`config.mk`:
```
export PLATFORM = sky130hd
export DESIGN_NAME = h_bridge_pwm_gate_sequencer_top
export DESIGN_NICKNAME = d
export VERILOG_FILES = /design/src/hdl/hbpg_pkg.sv /design/src/hdl/h_bridge_pwm_gate_sequencer_top.sv /design/src/hdl/hbpg_cfg.sv /design/src/hdl/hbpg_engine.sv
export SDC_FILE = /design/constraint.sdc
export NUM_CORES = 1
export LEC_CHECK = 0
export ABC_CLOCK_PERIOD_IN_PS = 7200
export BUFFER_PORTS_ARGS = -buffer_cell sky130_fd_sc_hd__buf_4
export CAP_MARGIN = 0
export CORE_AREA = 2 2 105 107
export CTS_CLUSTER_SIZE = 16
export DETAILED_ROUTE_END_ITERATION = 8
export DIE_AREA = 0 0 107 109
export GPL_TIMING_DRIVEN = 0
export MAX_ROUTING_LAYER = met4
export PLACE_DENSITY = 0.65
export SLEW_MARGIN = 20
export SYNTH_ARGS = -nofsm -noshare
export SYNTH_HDL_FRONTEND = slang
export SYNTH_SLANG_ARGS = --single-unit
```
`constraint.sdc`:
```
create_clock -name clk -period 7.2 [get_ports clk]
set_clock_uncertainty 0.2 [all_clocks]
set_input_delay 1.08 -clock clk [delete_from_list [all_inputs] [get_ports clk]]
set_output_delay 1.08 -clock clk [all_outputs]
set_load 0.05 [all_outputs]
```
`src/hdl/hbpg_pkg.sv`:
```
`timescale 1ns / 1ps

package hbpg_pkg;

	localparam logic [2:0] FUNC_PERIOD  = 3'd0;
	localparam logic [2:0] FUNC_MATCH   = 3'd1;
	localparam logic [2:0] FUNC_OVERCUR = 3'd2;
	localparam logic [2:0] FUNC_START   = 3'd3;
	localparam logic [2:0] FUNC_STOP    = 3'd4;

	localparam logic [1:0] CFG_DUTY_OFFSET = 2'd0;
	localparam logic [1:0] CFG_DUTY_MIN    = 2'd1;
	localparam logic [1:0] CFG_DUTY_MAX    = 2'd2;

	typedef enum logic [1:0] {
		MODE_DIR0  = 2'd0,
		MODE_DIR1  = 2'd1,
		MODE_BRAKE = 2'd2,
		MODE_HIGHZ = 2'd3
	} mode_t;

	typedef struct packed {
		logic [2:0] func;
		logic [7:0] speed;
		logic       direction;
	} in_t;

	typedef struct packed {
		logic       gate_a_high;
		logic       gate_a_low;
		logic       gate_b_high;
		logic       gate_b_low;
		logic       led_zero;
		logic       led_one;
		logic [7:0] compare_level;
		logic [1:0] active_mode;
	} out_t;

	typedef struct packed {
		logic [7:0] duty_offset;
		logic [7:0] duty_min;
		logic [7:0] duty_max;
	} cfg_t;

endpackage

```
`src/hdl/h_bridge_pwm_gate_sequencer_top.sv`:
```
`timescale 1ns / 1ps

// H-bridge gate sequencer: each event item (period start, compare match, overcurrent,
// start, stop) gives one result item with the four gate levels, two LED levels, the
// compare duty and the active mode after the update. One item is taken every cycle
// while in_stall is low; an item passes an input register and the result register,
// which loads its result when empty or not stalled. in_stall rises only while the input
// register holds an item and the result register is full and stalled. Configuration is
// to be written by the user only while idle; the block itself does not enforce this.
module h_bridge_pwm_gate_sequencer_top (
	input  logic              clk,
	input  logic              arst_n,
	input  logic              in_valid,
	output logic              in_stall,
	input  hbpg_pkg::in_t     in_item,
	output logic              out_valid,
	input  logic              out_stall,
	output hbpg_pkg::out_t    out_item,
	input  logic              cfg_we,
	input  logic [1:0]        cfg_index,
	input  logic [7:0]        cfg_data
);

	hbpg_pkg::in_t  item_s1;
	logic           valid_s1;
	hbpg_pkg::out_t out_q;
	logic           out_valid_q;
	hbpg_pkg::out_t result;
	hbpg_pkg::cfg_t cfg;
	logic           out_free;
	logic           take;

	assign out_free = !out_valid_q || !out_stall;
	assign take     = valid_s1 && out_free;
	assign in_stall = valid_s1 && !out_free;

	hbpg_cfg u_cfg (
		.clk       (clk),
		.arst_n    (arst_n),
		.cfg_we    (cfg_we),
		.cfg_index (cfg_index),
		.cfg_data  (cfg_data),
		.cfg       (cfg)
	);

	hbpg_engine u_engine (
		.clk    (clk),
		.arst_n (arst_n),
		.take   (take),
		.item   (item_s1),
		.cfg    (cfg),
		.result (result)
	);

	always_ff @(posedge clk or negedge arst_n) begin
		if (!arst_n) begin
			valid_s1 <= 1'b0;
		end else if (!in_stall) begin
			valid_s1 <= in_valid;
		end
	end

	always_ff @(posedge clk) begin
		if (!in_stall && in_valid)
			item_s1 <= in_item;
	end

	always_ff @(posedge clk or negedge arst_n) begin
		if (!arst_n) begin
			out_valid_q <= 1'b0;
		end else if (out_free) begin
			out_valid_q <= take;
		end
	end

	always_ff @(posedge clk) begin
		if (take)
			out_q <= result;
	end

	assign out_valid = out_valid_q;
	assign out_item  = out_q;

`ifndef ASSERT_OFF
	a_no_shoot_through: assert property (@(posedge clk) disable iff (!arst_n)
		out_valid |-> !(out_item.gate_a_high && out_item.gate_a_low) &&
			!(out_item.gate_b_high && out_item.gate_b_low))
		else $error("both switches of one leg on");

	a_brake_no_high: assert property (@(posedge clk) disable iff (!arst_n)
		out_valid && out_item.active_mode == hbpg_pkg::MODE_BRAKE |->
			!out_item.gate_a_high && !out_item.gate_b_high)
		else $error("high side on while braking");

	a_stop_high_z: assert property (@(posedge clk) disable iff (!arst_n)
		take && item_s1.func == hbpg_pkg::FUNC_STOP |=>
			out_valid && out_item.active_mode == hbpg_pkg::MODE_HIGHZ)
		else $error("stop did not give high-z");

	a_overcur_off: assert property (@(posedge clk) disable iff (!arst_n)
		take && item_s1.func == hbpg_pkg::FUNC_OVERCUR |=>
			out_valid && !out_item.gate_a_high && !out_item.gate_a_low &&
			!out_item.gate_b_high && !out_item.gate_b_low)
		else $error("overcurrent left a gate on");
`endif

endmodule

```
`src/hdl/hbpg_cfg.sv`:
```
`timescale 1ns / 1ps

module hbpg_cfg (
	input  logic              clk,
	input  logic              arst_n,
	input  logic              cfg_we,
	input  logic [1:0]        cfg_index,
	input  logic [7:0]        cfg_data,
	output hbpg_pkg::cfg_t    cfg
);

	hbpg_pkg::cfg_t cfg_q;

	always_ff @(posedge clk or negedge arst_n) begin
		if (!arst_n) begin
			cfg_q.duty_offset <= 8'd0;
			cfg_q.duty_min    <= 8'd0;
			cfg_q.duty_max    <= 8'hFF;
		end else if (cfg_we) begin
			unique case (cfg_index)
				hbpg_pkg::CFG_DUTY_OFFSET: cfg_q.duty_offset <= cfg_data;
				hbpg_pkg::CFG_DUTY_MIN:    cfg_q.duty_min    <= cfg_data;
				hbpg_pkg::CFG_DUTY_MAX:    cfg_q.duty_max    <= cfg_data;
				default: ;
			endcase
		end
	end

	assign cfg = cfg_q;

endmodule

```
`src/hdl/hbpg_engine.sv`:
```
`timescale 1ns / 1ps

module hbpg_engine (
	input  logic              clk,
	input  logic              arst_n,
	input  logic              take,
	input  hbpg_pkg::in_t     item,
	input  hbpg_pkg::cfg_t    cfg,
	output hbpg_pkg::out_t    result
);

	hbpg_pkg::mode_t cur_mode_q, cmd_mode_q, cur_mode_d, cmd_mode_d;
	logic [7:0]      cmd_duty_q, cmp_q, cmd_duty_d, cmp_d;
	logic [3:0]      gates_q, gates_d;
	logic [1:0]      leds_q, leds_d;
	logic [8:0]      sum;
	logic [7:0]      sat;
	logic [7:0]      duty;

	// saturate then clamp, minimum checked first
	always_comb begin
		sum = {1'b0, item.speed} + {1'b0, cfg.duty_offset};
		sat = sum[8] ? 8'hFF : sum[7:0];
		if (sat < cfg.duty_min)
			duty = cfg.duty_min;
		else if (sat > cfg.duty_max)
			duty = cfg.duty_max;
		else
			duty = sat;
	end

	// gates ordered a_high, a_low, b_high, b_low; leds ordered zero, one
	always_comb begin
		cur_mode_d = cur_mode_q;
		cmd_mode_d = cmd_mode_q;
		cmd_duty_d = cmd_duty_q;
		cmp_d      = cmp_q;
		gates_d    = gates_q;
		leds_d     = leds_q;
		case (item.func)
			hbpg_pkg::FUNC_PERIOD: begin
				cur_mode_d = cmd_mode_q;
				cmp_d      = cmd_duty_q;
				unique case (cmd_mode_q)
					hbpg_pkg::MODE_DIR0: begin
						gates_d = 4'b1001;
						leds_d  = 2'b10;
					end
					hbpg_pkg::MODE_DIR1: begin
						gates_d = 4'b0110;
						leds_d  = 2'b01;
					end
					hbpg_pkg::MODE_BRAKE: begin
						gates_d = 4'b0101;
						leds_d  = 2'b00;
					end
					default: begin
						gates_d = 4'b0000;
						leds_d  = 2'b11;
					end
				endcase
			end
			hbpg_pkg::FUNC_MATCH: begin
				if (cur_mode_q == hbpg_pkg::MODE_DIR0) begin
					gates_d[3:2] = 2'b01;
					leds_d       = 2'b00;
				end else if (cur_mode_q == hbpg_pkg::MODE_DIR1) begin
					gates_d[1:0] = 2'b01;
					leds_d       = 2'b00;
				end
			end
			hbpg_pkg::FUNC_OVERCUR: begin
				gates_d    = 4'b0000;
				cur_mode_d = hbpg_pkg::MODE_HIGHZ;
			end
			hbpg_pkg::FUNC_START: begin
				if (item.speed == 8'd0) begin
					cmd_mode_d = hbpg_pkg::MODE_BRAKE;
					cmd_duty_d = 8'd0;
				end else begin
					cmd_mode_d = item.direction ? hbpg_pkg::MODE_DIR1 : hbpg_pkg::MODE_DIR0;
					cmd_duty_d = duty;
				end
			end
			hbpg_pkg::FUNC_STOP: begin
				cmd_mode_d = hbpg_pkg::MODE_HIGHZ;
				cur_mode_d = hbpg_pkg::MODE_HIGHZ;
			end
			default: ;
		endcase
	end

	always_ff @(posedge clk or negedge arst_n) begin
		if (!arst_n) begin
			cur_mode_q <= hbpg_pkg::MODE_HIGHZ;
			cmd_mode_q <= hbpg_pkg::MODE_HIGHZ;
			cmd_duty_q <= 8'd0;
			cmp_q      <= 8'd0;
			gates_q    <= 4'b0000;
			leds_q     <= 2'b00;
		end else if (take) begin
			cur_mode_q <= cur_mode_d;
			cmd_mode_q <= cmd_mode_d;
			cmd_duty_q <= cmd_duty_d;
			cmp_q      <= cmp_d;
			gates_q    <= gates_d;
			leds_q     <= leds_d;
		end
	end

	always_comb begin
		result.gate_a_high   = gates_d[3];
		result.gate_a_low    = gates_d[2];
		result.gate_b_high   = gates_d[1];
		result.gate_b_low    = gates_d[0];
		result.led_zero      = leds_d[1];
		result.led_one       = leds_d[0];
		result.compare_level = cmp_d;
		result.active_mode   = cur_mode_d;
	end

endmodule

```
==> impl_results.md, run 1 <==
- Count of final max-slew check failures: 0
- Largest net degree at the start of global routing: 53
- Worst r2r src: item_s1[8]
- Slowest cell on crit path: sky130_fd_sc_hd__edfxtp_1
- Outcome: finished clean
- Horiz. Die Dim: 107 um
- Time the final worst path needs with I/O delays and setup: 3.70 ns
- Internal reg-to-reg setup slack: 3.50 ns
- Critical path launch point type: flip-flop
- Register bit count reported by yosys: 80
- Crit path launch: item_s1[8]
- Filler Cell Count: 969
- Final count of negative-setup-slack endpoints: 0
- Kind of path behind the tightest hold check: flip-flop to flip-flop
- Global placement routability congestion: 0.842
- Crit Path Category: flip-flop to flip-flop
- First-pass iteration count of the detailed router: 5
- Via count of the routed design: 2845
- Part of the cycle the worst path needs: 51.3%
- Vertical die dimension: 109 um
- Number of cells after detailed placement: 551
- Global-route wire length before repair: 13.3 mm
- Levels on crit path: 11
- Cell family contributing the most delay on the critical path: compound AO/OA/AOI/OAI gates
- Endpoint of the worst register-to-register path: u_engine.cmd_duty_q[0]
- Top cell type's share of synthesized area: 24.5%
- Congestion Overflow GR: 0
- TritonCTS buffer count: 9
- Post-synth EDFFs: 28
- # nets final: 478
- Async S/R FF share, synth: 65.0%
- Root buffer selected by CTS: sky130_fd_sc_hd__clkbuf_8
- Most common library cells after synthesis: 81 x sky130_fd_sc_hd__nand2_1, 40 x sky130_fd_sc_hd__dfrtp_1, 28 x sky130_fd_sc_hd__edfxtp_1, 28 x sky130_fd_sc_hd__ha_1, 28 x sky130_fd_sc_hd__mux2_2
- Power per Cell Area: 317 nW/um2
- Path depth of the worst reg2reg path: 11
- Highest clock rate: 0.271 GHz
- Mean cell area of the mapped netlist: 11.1 um2
- Setup crit end kind: flip-flop
- DRT iter0 DRCs: 114
- GR Util All Layers: 15.2%
- I/O pin total: 45
- Die Outline Area: 11700 um2
- Maximum level of the CTS H-tree: 3
- Rows: 38
- Number of clock sinks: 80
- Maximum cell stage delay along the critical path: 0.40 ns
- Area delta synth->final: 17.5%
- Setup TNS Final: 0 ns
- Summed instance area of the synthesized netlist: 4090 um2
- Worst Path Required: 7.26 ns
- Routed Antenna Nets: 0
- Number of instances in the synthesized netlist: 367
- Post-cts sizing count: 0
- Total detailed-routing wirelength: 7.94 mm
- Cell types with the largest area share after synthesis: sky130_fd_sc_hd__dfrtp_1 24%, sky130_fd_sc_hd__edfxtp_1 21%, sky130_fd_sc_hd__ha_1 8.6%
- Max-cap violations: 0
- Number of library cell types mapped by synthesis: 52
- Maximum clock insertion buffer count: 2
- Crit path arrival time: 3.76 ns
- Count of synthesis-stage warnings from yosys: 0
- Antenna Cells: 0
- Port bufs: 44
- Buf/Inv on CP: 0
- Setup repair after global routing missed its margin: false
- Endpoint of the worst setup timing path: u_engine.cmd_duty_q[0]
- Fraction of final layout cells with drive strength greater than 1: 26.2%
- Setup bufs post-CTS: 0
- Cell Chain, Critical Path: ha_1 -> a21oi_1 -> o21ai_0 -> nor2_1 -> nand3_1 -> ha_1 -> nand4_1 -> a21oi_1 -> o22ai_4 -> mux2_2 -> o221ai_1
- Post-CTS clock slew at the launch and capture registers of the worst setup and hold paths: 0.08 ns
- CTS tree: yes
- Predominant post-synthesis flop cell: sky130_fd_sc_hd__dfrtp_1
- Worst-Skew Late Latency: 0.35 ns
- Remaining DRCs: 0
- Cell type contributing the most total cell area after synthesis: sky130_fd_sc_hd__dfrtp_1
- Hpwl dp: 5.90 mm
- Highest ir drop seen on vdd: 0.125 mV
- Max FO, Critical Path: 9
- Share of the yosys chip area belonging to registers: 52.8%
- Number of antenna violations at the first check in global routing: 0
- Most frequent cell after synthesis: sky130_fd_sc_hd__nand2_1
- Initial core utilization: 38.6%
- Leak: 2.18 nW
- Vias in the first global route: 2829
- Detailed-route vias per instance: 5.02
- Post-Layout Cell Count: 567
- Syn Nets: 423
- Max-slew headroom at the worst pin: 49.5%
- Least-Margin Pin Slew: 0.751 ns
- Hold buffer count at CTS: 0
- Number of hold violations in the final report: 0
- Wire length per cell: 14.0 um
- Area of the core region: 10600 um2
## sequential cells by signal, summed over array words and instances (netlist names), 2 cells and up
name and flops:
u_engine.cur_mode_q 2, u_cfg.cfg 24, out_item 16, u_engine.gates_q 4, u_engine.cmd_duty_q 8, u_engine.leds_q 2
u_engine.cmp_q 8, item_s1 12, u_engine.cmd_mode_q 2
## layout make-up
| cell class | instances | area [um2] | area share [%] |
|---|---|---|---|
| Buffer | 9 | 56.3 | 1.17 |
| Clock buffer | 13 | 170 | 3.54 |
| Clock inverter | 3 | 38.8 | 0.807 |
| Inverter | 23 | 86.3 | 1.80 |
| Multi-Input combinational cell | 255 | 1790 | 37.3 |
| Sequential cell | 80 | 2160 | 44.9 |
| Tap cell | 140 | 175 | 3.65 |
| Timing Repair Buffer | 44 | 330 | 6.88 |
## layout by cell type, fill, tap and decap left out, types with 2 or more instances in the layout
master                     instances
sky130_fd_sc_hd__nor2b_1           2
sky130_fd_sc_hd__clkbuf_1          5
sky130_fd_sc_hd__dfstp_2          12
sky130_fd_sc_hd__mux2_2           28
sky130_fd_sc_hd__nand3_1           8
sky130_fd_sc_hd__buf_6             2
sky130_fd_sc_hd__nand4_1           4
sky130_fd_sc_hd__inv_1            23
sky130_fd_sc_hd__nand2b_1          3
sky130_fd_sc_hd__a211o_1           2
sky130_fd_sc_hd__xnor2_1           2
sky130_fd_sc_hd__or3_1             3
sky130_fd_sc_hd__nor2_1           14
sky130_fd_sc_hd__edfxtp_1         28
sky130_fd_sc_hd__o21ai_0           9
sky130_fd_sc_hd__nor3_1            3
sky130_fd_sc_hd__dfrtp_1          40
sky130_fd_sc_hd__ha_1             28
sky130_fd_sc_hd__buf_4            45
sky130_fd_sc_hd__buf_2             3
sky130_fd_sc_hd__mux2i_1           7
sky130_fd_sc_hd__a21oi_1          19
sky130_fd_sc_hd__a31oi_1           3
sky130_fd_sc_hd__o221ai_1          7
sky130_fd_sc_hd__nor4_1            2
sky130_fd_sc_hd__nand2_1          81
sky130_fd_sc_hd__a21o_1            4
sky130_fd_sc_hd__clkbuf_8         10
sky130_fd_sc_hd__nand3b_1          3
## logic make-up after synthesis
kind of cell | after synthesis | share of synthesized area [%]
and+or+nand+nor | 130 | 14.2
DFF | 80 | 52.8
AOI/OAI and AO/OA | 58 | 10.5
muxes | 35 | 9.42
buffers and inverters | 32 | 3.46
adders and majority gates | 29 | 9.06
xor gates and xnor gates | 3 | 0.643
## tightest hold or removal path, cell delays in order, from the launching register on
cell	delay (ns)
sky130_fd_sc_hd__dfrtp_1	0.35
sky130_fd_sc_hd__nand2_1	0.05
sky130_fd_sc_hd__nand2_1	0.05
## per-stage QoR
stage	power, W	hold WS (ns)	util (%)	instance area, um2	setup WS [ns]
detailed placement	0.00119	0.263	43.3	4600	3.45
floorplan	0.00104	0.246	-	4090	3.86
global route	0.00163	0.312	45.3	4800	3.24
CTS	0.00153	0.283	45.3	4800	3.47
global placement	0.00117	0.257	43.3	4590	3.49
finish	0.00152	0.284	45.3	4800	3.50
## routing by layer
metal | global-route usage, % | part of all wire [%] | vias to the layer above
li1 | - | - | 1407
met1 | 19.1 | 46 | 1369
met2 | 24.4 | 48 | 55
met3 | 4.00 | 3.7 | 14
met4 | 4.17 | 1.8 | 0
met5 | - | 0 | -
## worst min path at each step
stage          slack [ns]                 from             endpoint  cells after the start
2_1_floorplan        0.25    u_engine.cmp_q[7]    u_engine.cmp_q[7]                      2
3_3_place_gp         0.26    u_engine.cmp_q[1]    u_engine.cmp_q[1]                      2
3_5_place_dp         0.26    u_engine.cmp_q[3]    u_engine.cmp_q[3]                      2
4_1_cts              0.28    u_engine.cmp_q[3]    u_engine.cmp_q[3]                      2
5_1_grt              0.31  u_engine.gates_q[3]  u_engine.gates_q[3]                      1
6_report             0.28    u_engine.cmp_q[3]    u_engine.cmp_q[3]                      2
## report_power, final
part	total [W]	leakage (nW)	internal, W	switching [W]
logic	0.000523	1.18	0.000214	0.000309
clock network	0.000346	0.106	0.000190	0.000156
registers	0.000654	0.892	0.000595	0.0000587
total	0.00152	2.18	0.000998	0.000524
Note: power is estimated with default switching activity, not from simulation.
==> run 2: changes to the inputs <==
ABC_CLOCK_PERIOD_IN_PS = 3300   (was 7200)
PLACE_DENSITY = 0.67   (was 0.65)
clock period = 3.3 ns   (was 7.2 ns; I/O delays follow)
==> run 2 against run 1 <==
The flow now finishes with violations (negative hold slack, negative setup slack). Register-to-register slack worse by 3.6 ns. Combinational power grew to 2.8 times the previous value. Count of clock-buffer cells in the layout decreased by 1. Worst hold slack worse by 0.30 ns. First-iteration DRC count is 12% lower. Worst setup slack worse by 3.6 ns. Critical path type unchanged.
==> impl_results.md, run 2 (synthesis results as in run 1) <==
- Outcome: finished with violations
- Failing checks: negative hold slack, negative setup slack
- Cell Chain, Critical Path: ha_2 -> fa_2 -> nand3_4 -> a21oi_1 -> nand2b_4 -> mux2i_4 -> buf_6 -> ha_1 -> nand4_1 -> buf_6 -> a21oi_4 -> o22ai_4 -> buf_6 -> mux2i_1 -> o221ai_2
- # nets final: 490 (+2.5%)
- Buf/Inv on CP: 3 (+3)
- Top routing layer in use: met4
- Highest ir drop seen on vdd: 0.314 mV (+150%)
- Power Internal: 0.00246 W (+150%)
- Pre-CTS WS: -0.394 ns (-3.85 ns)
- Crit path arrival time: 3.41 ns (-0.35 ns)
- Routed Antenna Nets: 0 (unchanged)
- Worst Path Required: 3.32 ns (-3.94 ns)
- Part of the cycle the worst path needs: 103% (+51 points)
- Largest net degree at the start of global routing: 53 (unchanged)
- Worst slack on hold paths: -0.0177 ns (-0.302 ns)
- Remaining DRCs: 0 (unchanged)
- Detailed-route vias per instance: 5.11 (+1.8%)
- Fraction of power consumed by the clock network: 22.4% (-0.3 points)
- Least-Margin Pin Slew: 0.804 ns (+0.0539 ns)
- Min setup slack post-route: -0.0900 ns (-3.59 ns)
- CTS tree: yes
- Rows: 38 (unchanged)
- Worst-Skew Late Latency: 0.35 ns (about the same)
- DRT iter0 DRCs: 100 (-12%)
- Power spent charging and discharging nets: 0.00131 W (+150%)
- Leak: 2.27 nW (+4.1%)
- Global placement routability congestion: 0.824 (-2.2%)
- Area delta synth->final: 27.2%
- Slowest cell on crit path: sky130_fd_sc_hd__edfxtp_1
- Number of hold violations in the final report: 12 (+12)
- Count of final max-slew check failures: 0 (unchanged)
- Power per Cell Area: 724 nW/um2 (+130%)
- Congestion Overflow GR: 0 (unchanged)
- Share of power burned in combinational logic: 39.6% (+5.3 points)
- I/O pin total: 45 (unchanged)
- Vias in the first global route: 2890 (+2.2%)
- Post-CTS clock slew at the launch and capture registers of the worst setup and hold paths: 0.08 ns (about the same)
- Setup repair after global routing missed its margin: true
- Total detailed-routing wirelength: 8.80 mm (+11%)
- Post-Layout Cell Count: 579 (+2.1%)
- Maximum cell stage delay along the critical path: 0.41 ns (about the same)
- Area of the core region: 10600 um2 (unchanged)
- Via count of the routed design: 2958 (+4.0%)
- Die Outline Area: 11700 um2 (unchanged)
- Sequential Power Share: 38.0% (-4.9 points)
- Cell repeated most along the worst path: sky130_fd_sc_hd__buf_6
- Largest register FFs: 24 (unchanged)
- Max-cap violations: 0 (unchanged)
- Crit Path Category: flip-flop to flip-flop
- Max-slew headroom at the worst pin: 45.9% (-3.6 points)
- First-pass iteration count of the detailed router: 4 (-1)
- Fraction of final layout cells with drive strength greater than 1: 36.9% (+11 points)
- Net switching fraction of the power: 34.7% (+0.25 points)
- Routed length on met2: 4.42 mm (+16%)
- Maximum clock insertion buffer count: 2 (unchanged)
- Max FO, Critical Path: 3 (-6)
- Most used cells in the layout excluding fill and tap cells: 79 x sky130_fd_sc_hd__nand2_1, 53 x sky130_fd_sc_hd__buf_4, 40 x sky130_fd_sc_hd__dfrtp_1, 28 x sky130_fd_sc_hd__edfxtp_1, 27 x sky130_fd_sc_hd__mux2_2
- Maximum level of the CTS H-tree: 3 (unchanged)
- Number of clock sinks: 80 (unchanged)
- Wire length per cell: 15.2 um (+8.5%)
- Hpwl dp: 5.97 mm (+1.1%)
- Most common cell after layout, fill and taps aside: sky130_fd_sc_hd__nand2_1
- TritonCTS buffer count: 9 (unchanged)
- Filler Cell Count: 934 (-3.6%)
- Root buffer selected by CTS: sky130_fd_sc_hd__clkbuf_8
- GR Util All Layers: 16.1% (+0.96 points)
- Number of antenna violations at the first check in global routing: 0 (unchanged)
- Critical path launch point type: flip-flop
- Number of cells after detailed placement: 551 (unchanged)
- Hold buffer count at CTS: 0 (unchanged)
- Post-layout utilization of the core: 49.1% (+3.7 points)
- Length of routed wiring on met1: 3.92 mm (+6.3%)
- Initial core utilization: 38.6% (unchanged)
- Kind of path behind the tightest hold check: primary input to async pin
- Vertical die dimension: 109 um (unchanged)
- Time the final worst path needs with I/O delays and setup: 3.39 ns (-0.307 ns)
- Met3 routed wirelength: 287 um (-1.7%)
- Highest clock rate: 0.295 GHz (+9.0%)
- Global-route wire length before repair: 14.2 mm (+6.3%)
- Antenna Cells: 0 (unchanged)
- Port bufs: 44 (unchanged)
- Horiz. Die Dim: 107 um (unchanged)
- Setup crit end kind: flip-flop
- Final count of negative-setup-slack endpoints: 7 (+7)
- Cell family contributing the most delay on the critical path: adder cells
==> run 2: worst paths after layout <==
check / slack, ns / cells past startpoint / from / endpoint
worst max-delay path: -0.09 / 15 / item_s1[1] / u_engine.cmd_duty_q[4]
worst min-delay path: -0.02 / 1 / arst_n / out_valid
worst max register to register: -0.09 / 15 / item_s1[1] / u_engine.cmd_duty_q[4]
worst min register to register: 0.28 / 2 / u_engine.cmp_q[4] / u_engine.cmp_q[4]
max in group asynchronous: 2.46 / 1 / arst_n / u_engine.cmp_q[4]
min in group clk: 0.12 / 1 / in_item[2] / item_s1[2]
==> run 2: power by group through the flow <==
stage	sequential (W)	clock [W]	combinational [W]
2_1_floorplan	0.00154	0	0.000745
3_3_place_gp	0.00144	0	0.00112
3_5_place_dp	0.00145	0	0.00115
4_1_cts	0.00143	0.000862	0.00131
5_1_grt	0.00147	0.000907	0.00164
6_report	0.00143	0.000843	0.00149
==> run 2: routing by layer <==
metal	vias to the layer above	track usage (%)
met5	-	-
met4	0	6.31
met3	19	2.87
met2	59	26.4
met1	1440	20.0
li1	1440	-
==> run 2: area by class of cell <==
cell class	instances	area (um2)	share of cell area (%)
well taps	140	175	3.37
plain buffers	8	45.0	0.866
clock buffers	12	135	2.60
inverters	23	86.3	1.66
flip-flops and latches	80	2160	41.5
clock inverters	4	93.8	1.80
repair buffers	56	435	8.37
multi-input cells	256	2070	39.9
==> run 2: timing repair <==
action	in CTS	in global routing
pin swaps	12	24
setup buffers	8	4
resized for setup	26	29
endpoints found under the setup margin	8	8
gates cloned	1	0
==> run 2: metrics by stage <==
stage / TNS, ns / total power (W) / area, um2
3_3_place_gp: -2.57 / 0.00255 / 4600
5_1_grt: -1.42 / 0.00401 / 5200
4_1_cts: 0 / 0.00360 / 4990
3_5_place_dp: -2.73 / 0.00260 / 4600
2_1_floorplan: 0 / 0.00228 / 4090
6_report: -0.371 / 0.00377 / 5200
==> run 3: changes to the inputs <==
SKIP_CTS_REPAIR_TIMING = 1   (was not set)
==> run 3 against run 2 <==
The run still ends with negative hold slack, negative setup slack left. Count of clock-buffer cells in the layout stayed put. Sequential share of layout area up 0.90 points. Critical path depth decreased by 1. Global-route usage is 0.46 points lower. Combinational power down 9%. Sequential power is essentially flat. Worst hold slack got worse by 0.0081 ns. Non-clock buffer count shrank 3. Die area stayed put. Critical path type unchanged. Critical endpoint is now u_engine.cmd_duty_q[0]. Largest power group is now sequential cells. Highest routed layer unchanged.
==> impl_results.md, run 3 (synthesis results as in run 1) <==
- Worst r2r src: item_s1[1]
- Global-route wire length before repair: 13.8 mm (-2.8%)
- Most used cells in the layout excluding fill and tap cells: 79 x sky130_fd_sc_hd__nand2_1, 54 x sky130_fd_sc_hd__buf_4, 40 x sky130_fd_sc_hd__dfrtp_1, 28 x sky130_fd_sc_hd__edfxtp_1, 27 x sky130_fd_sc_hd__mux2_2
- Area delta synth->final: 24.5%
- Worst-Skew Late Latency: 0.35 ns (about the same)
- Filler Cell Count: 947 (+1.4%)
- Die Outline Area: 11700 um2 (unchanged)
- Highest ir drop seen on vdd: 0.264 mV (-16%)
- Routed Antenna Nets: 0 (unchanged)
- Count of final max-slew check failures: 0 (unchanged)
- Maximum clock insertion buffer count: 2 (unchanged)
- Congestion Overflow GR: 0 (unchanged)
- Global placement routability congestion: 0.824 (unchanged)
- Outcome: finished with violations
- CTS tree: yes
- Fraction of final layout cells with drive strength greater than 1: 34.4% (-2.5 points)
- Vertical die dimension: 109 um (unchanged)
- Horiz. Die Dim: 107 um (unchanged)
- Maximum level of the CTS H-tree: 3 (unchanged)
- Failing checks: negative hold slack, negative setup slack
- Hpwl dp: 5.97 mm (unchanged)
- GR Util All Layers: 15.7% (-0.46 points)
- TritonCTS buffer count: 9 (unchanged)
- Number of hold violations in the final report: 14 (+2)
- Vias in the first global route: 2812 (-2.7%)
- Time the final worst path needs with I/O delays and setup: 3.35 ns (-0.0429 ns)
- Power consumption: 0.00364 W (-3.4%)
- Largest register FFs: 24 (unchanged)
- Endpoint of the worst register-to-register path: u_engine.cmd_duty_q[0]
- Critical path launch point type: flip-flop
- Most common cell after layout, fill and taps aside: sky130_fd_sc_hd__nand2_1
- Max-slew headroom at the worst pin: 45.7% (-0.15 points)
- Max-cap violations: 0 (unchanged)
- Setup repair after global routing missed its margin: true
- Rows: 38 (unchanged)
- Worst Path Required: 3.37 ns (+0.05 ns)
- Part of the cycle the worst path needs: 101% (-1.3 points)
- Remaining DRCs: 0 (unchanged)
- Path depth of the worst reg2reg path: 14 (-1)
- Crit path arrival time: 3.41 ns (about the same)
- Post-Layout Cell Count: 576 (-0.52%)
- I/O pin total: 45 (unchanged)
- Min setup slack post-route: -0.0471 ns (+0.0429 ns)
- Total detailed-routing wirelength: 8.40 mm (-4.5%)
- Antenna Cells: 0 (unchanged)
- Number of cells after detailed placement: 551 (unchanged)
- Power per Cell Area: 715 nW/um2 (-1.3%)
- Instance area after placement: 4600 um2 (unchanged)
- Crit Path Category: flip-flop to flip-flop
- DRT iter0 DRCs: 102 (+2.0%)
- Root buffer selected by CTS: sky130_fd_sc_hd__clkbuf_8
- Least-Margin Pin Slew: 0.807 ns (+0.00228 ns)
- Largest net degree at the start of global routing: 53 (unchanged)
- Max FO, Critical Path: 5 (+2)
- Post-CTS clock slew at the launch and capture registers of the worst setup and hold paths: 0.08 ns (about the same)
- Internal reg-to-reg setup slack: -0.05 ns (+0.04 ns)
- Setup crit end kind: flip-flop
- Port bufs: 44 (unchanged)
- Final count of negative-setup-slack endpoints: 5 (-2)
- Area of the core region: 10600 um2 (unchanged)
- Detailed-route vias per instance: 5.05 (-1.2%)
- Number of clock sinks: 80 (unchanged)
- Kind of path behind the tightest hold check: primary input to async pin
- First-pass iteration count of the detailed router: 4 (unchanged)
- Initial core utilization: 38.6% (unchanged)
- Number of antenna violations at the first check in global routing: 0 (unchanged)
- Final design area excluding fillers: 5090 um2 (-2.1%)
- # nets final: 487 (-0.61%)
- Leak: 2.25 nW (-0.89%)
- Worst slack on hold paths: -0.0259 ns (-0.00812 ns)
- Via count of the routed design: 2907 (-1.7%)
- Highest clock rate: 0.299 GHz (+1.3%)
- Wire length per cell: 14.6 um (-4.0%)
## run 3: cell types whose count changed in the layout (fill, tap and decap cells not counted), sizes merged
cell  change
buf       -3
## run 3: worst max path at each step
stage / cells after the start / start / slack (ns) / end
3_3_place_gp: 12 / item_s1[1] / -0.37 / u_engine.cmd_duty_q[0]
5_1_grt: 12 / item_s1[8] / -0.19 / u_engine.cmd_duty_q[6]
2_1_floorplan: 12 / item_s1[1] / 0.001 / u_engine.cmd_duty_q[0]
3_5_place_dp: 12 / item_s1[1] / -0.39 / u_engine.cmd_duty_q[0]
6_report: 14 / item_s1[1] / -0.05 / u_engine.cmd_duty_q[0]
4_1_cts: 12 / item_s1[1] / -0.42 / u_engine.cmd_duty_q[0]
## run 3: final cells by class
type / instances / area (um2) / share of cell area [%]
plain buffers: 8 / 45.0 / 0.885
clock buffers: 12 / 135 / 2.65
clock inverters: 4 / 93.8 / 1.84
inverters: 23 / 86.3 / 1.70
multi-input cells: 256 / 2000 / 39.3
flip-flops and latches: 80 / 2160 / 42.4
well taps: 140 / 175 / 3.44
repair buffers: 53 / 398 / 7.82
## run 3: metrics by stage
| step | worst slack (ns) | TNS, ns | util (%) |
|---|---|---|---|
| after floorplan | 0.00107 | 0 | - |
| after global placement | -0.374 | -2.57 | 43.4 |
| after detailed placement | -0.394 | -2.73 | 43.4 |
| after CTS | -0.417 | -2.91 | 45.5 |
| after global routing | -0.186 | -1.29 | 48.0 |
| final | -0.0471 | -0.110 | 48.0 |
## run 3: metal layers
layer / routed length [um] / global-route usage (%)
met5: 0 / -
met4: 165 / 6.68
met3: 234 / 2.87
met2: 4090 / 24.8
met1: 3920 / 19.9
## run 3: where the power goes
group | switching (W) | internal, W | total (W) | leakage (nW)
Clock | 0.000345 | 0.000502 | 0.000847 | 0.112
Sequential | 0.000131 | 0.00130 | 0.00143 | 0.892
Combinational | 0.000776 | 0.000587 | 0.00136 | 1.24
Total | 0.00125 | 0.00239 | 0.00364 | 2.25
## run 3: critical path, stage by stage, from the launching register on
cell                       delay, ns
sky130_fd_sc_hd__edfxtp_1       0.40
sky130_fd_sc_hd__ha_2           0.20
sky130_fd_sc_hd__fa_2           0.39
sky130_fd_sc_hd__nand3_4        0.11
sky130_fd_sc_hd__a21oi_1        0.08
sky130_fd_sc_hd__nand2b_4       0.16
sky130_fd_sc_hd__mux2i_4        0.20
sky130_fd_sc_hd__buf_4          0.16
sky130_fd_sc_hd__ha_1           0.28
sky130_fd_sc_hd__nand4_1        0.11
sky130_fd_sc_hd__buf_4          0.16
sky130_fd_sc_hd__a21oi_4        0.05
sky130_fd_sc_hd__o22ai_4        0.28
sky130_fd_sc_hd__mux2_4         0.34
sky130_fd_sc_hd__o221ai_2       0.12
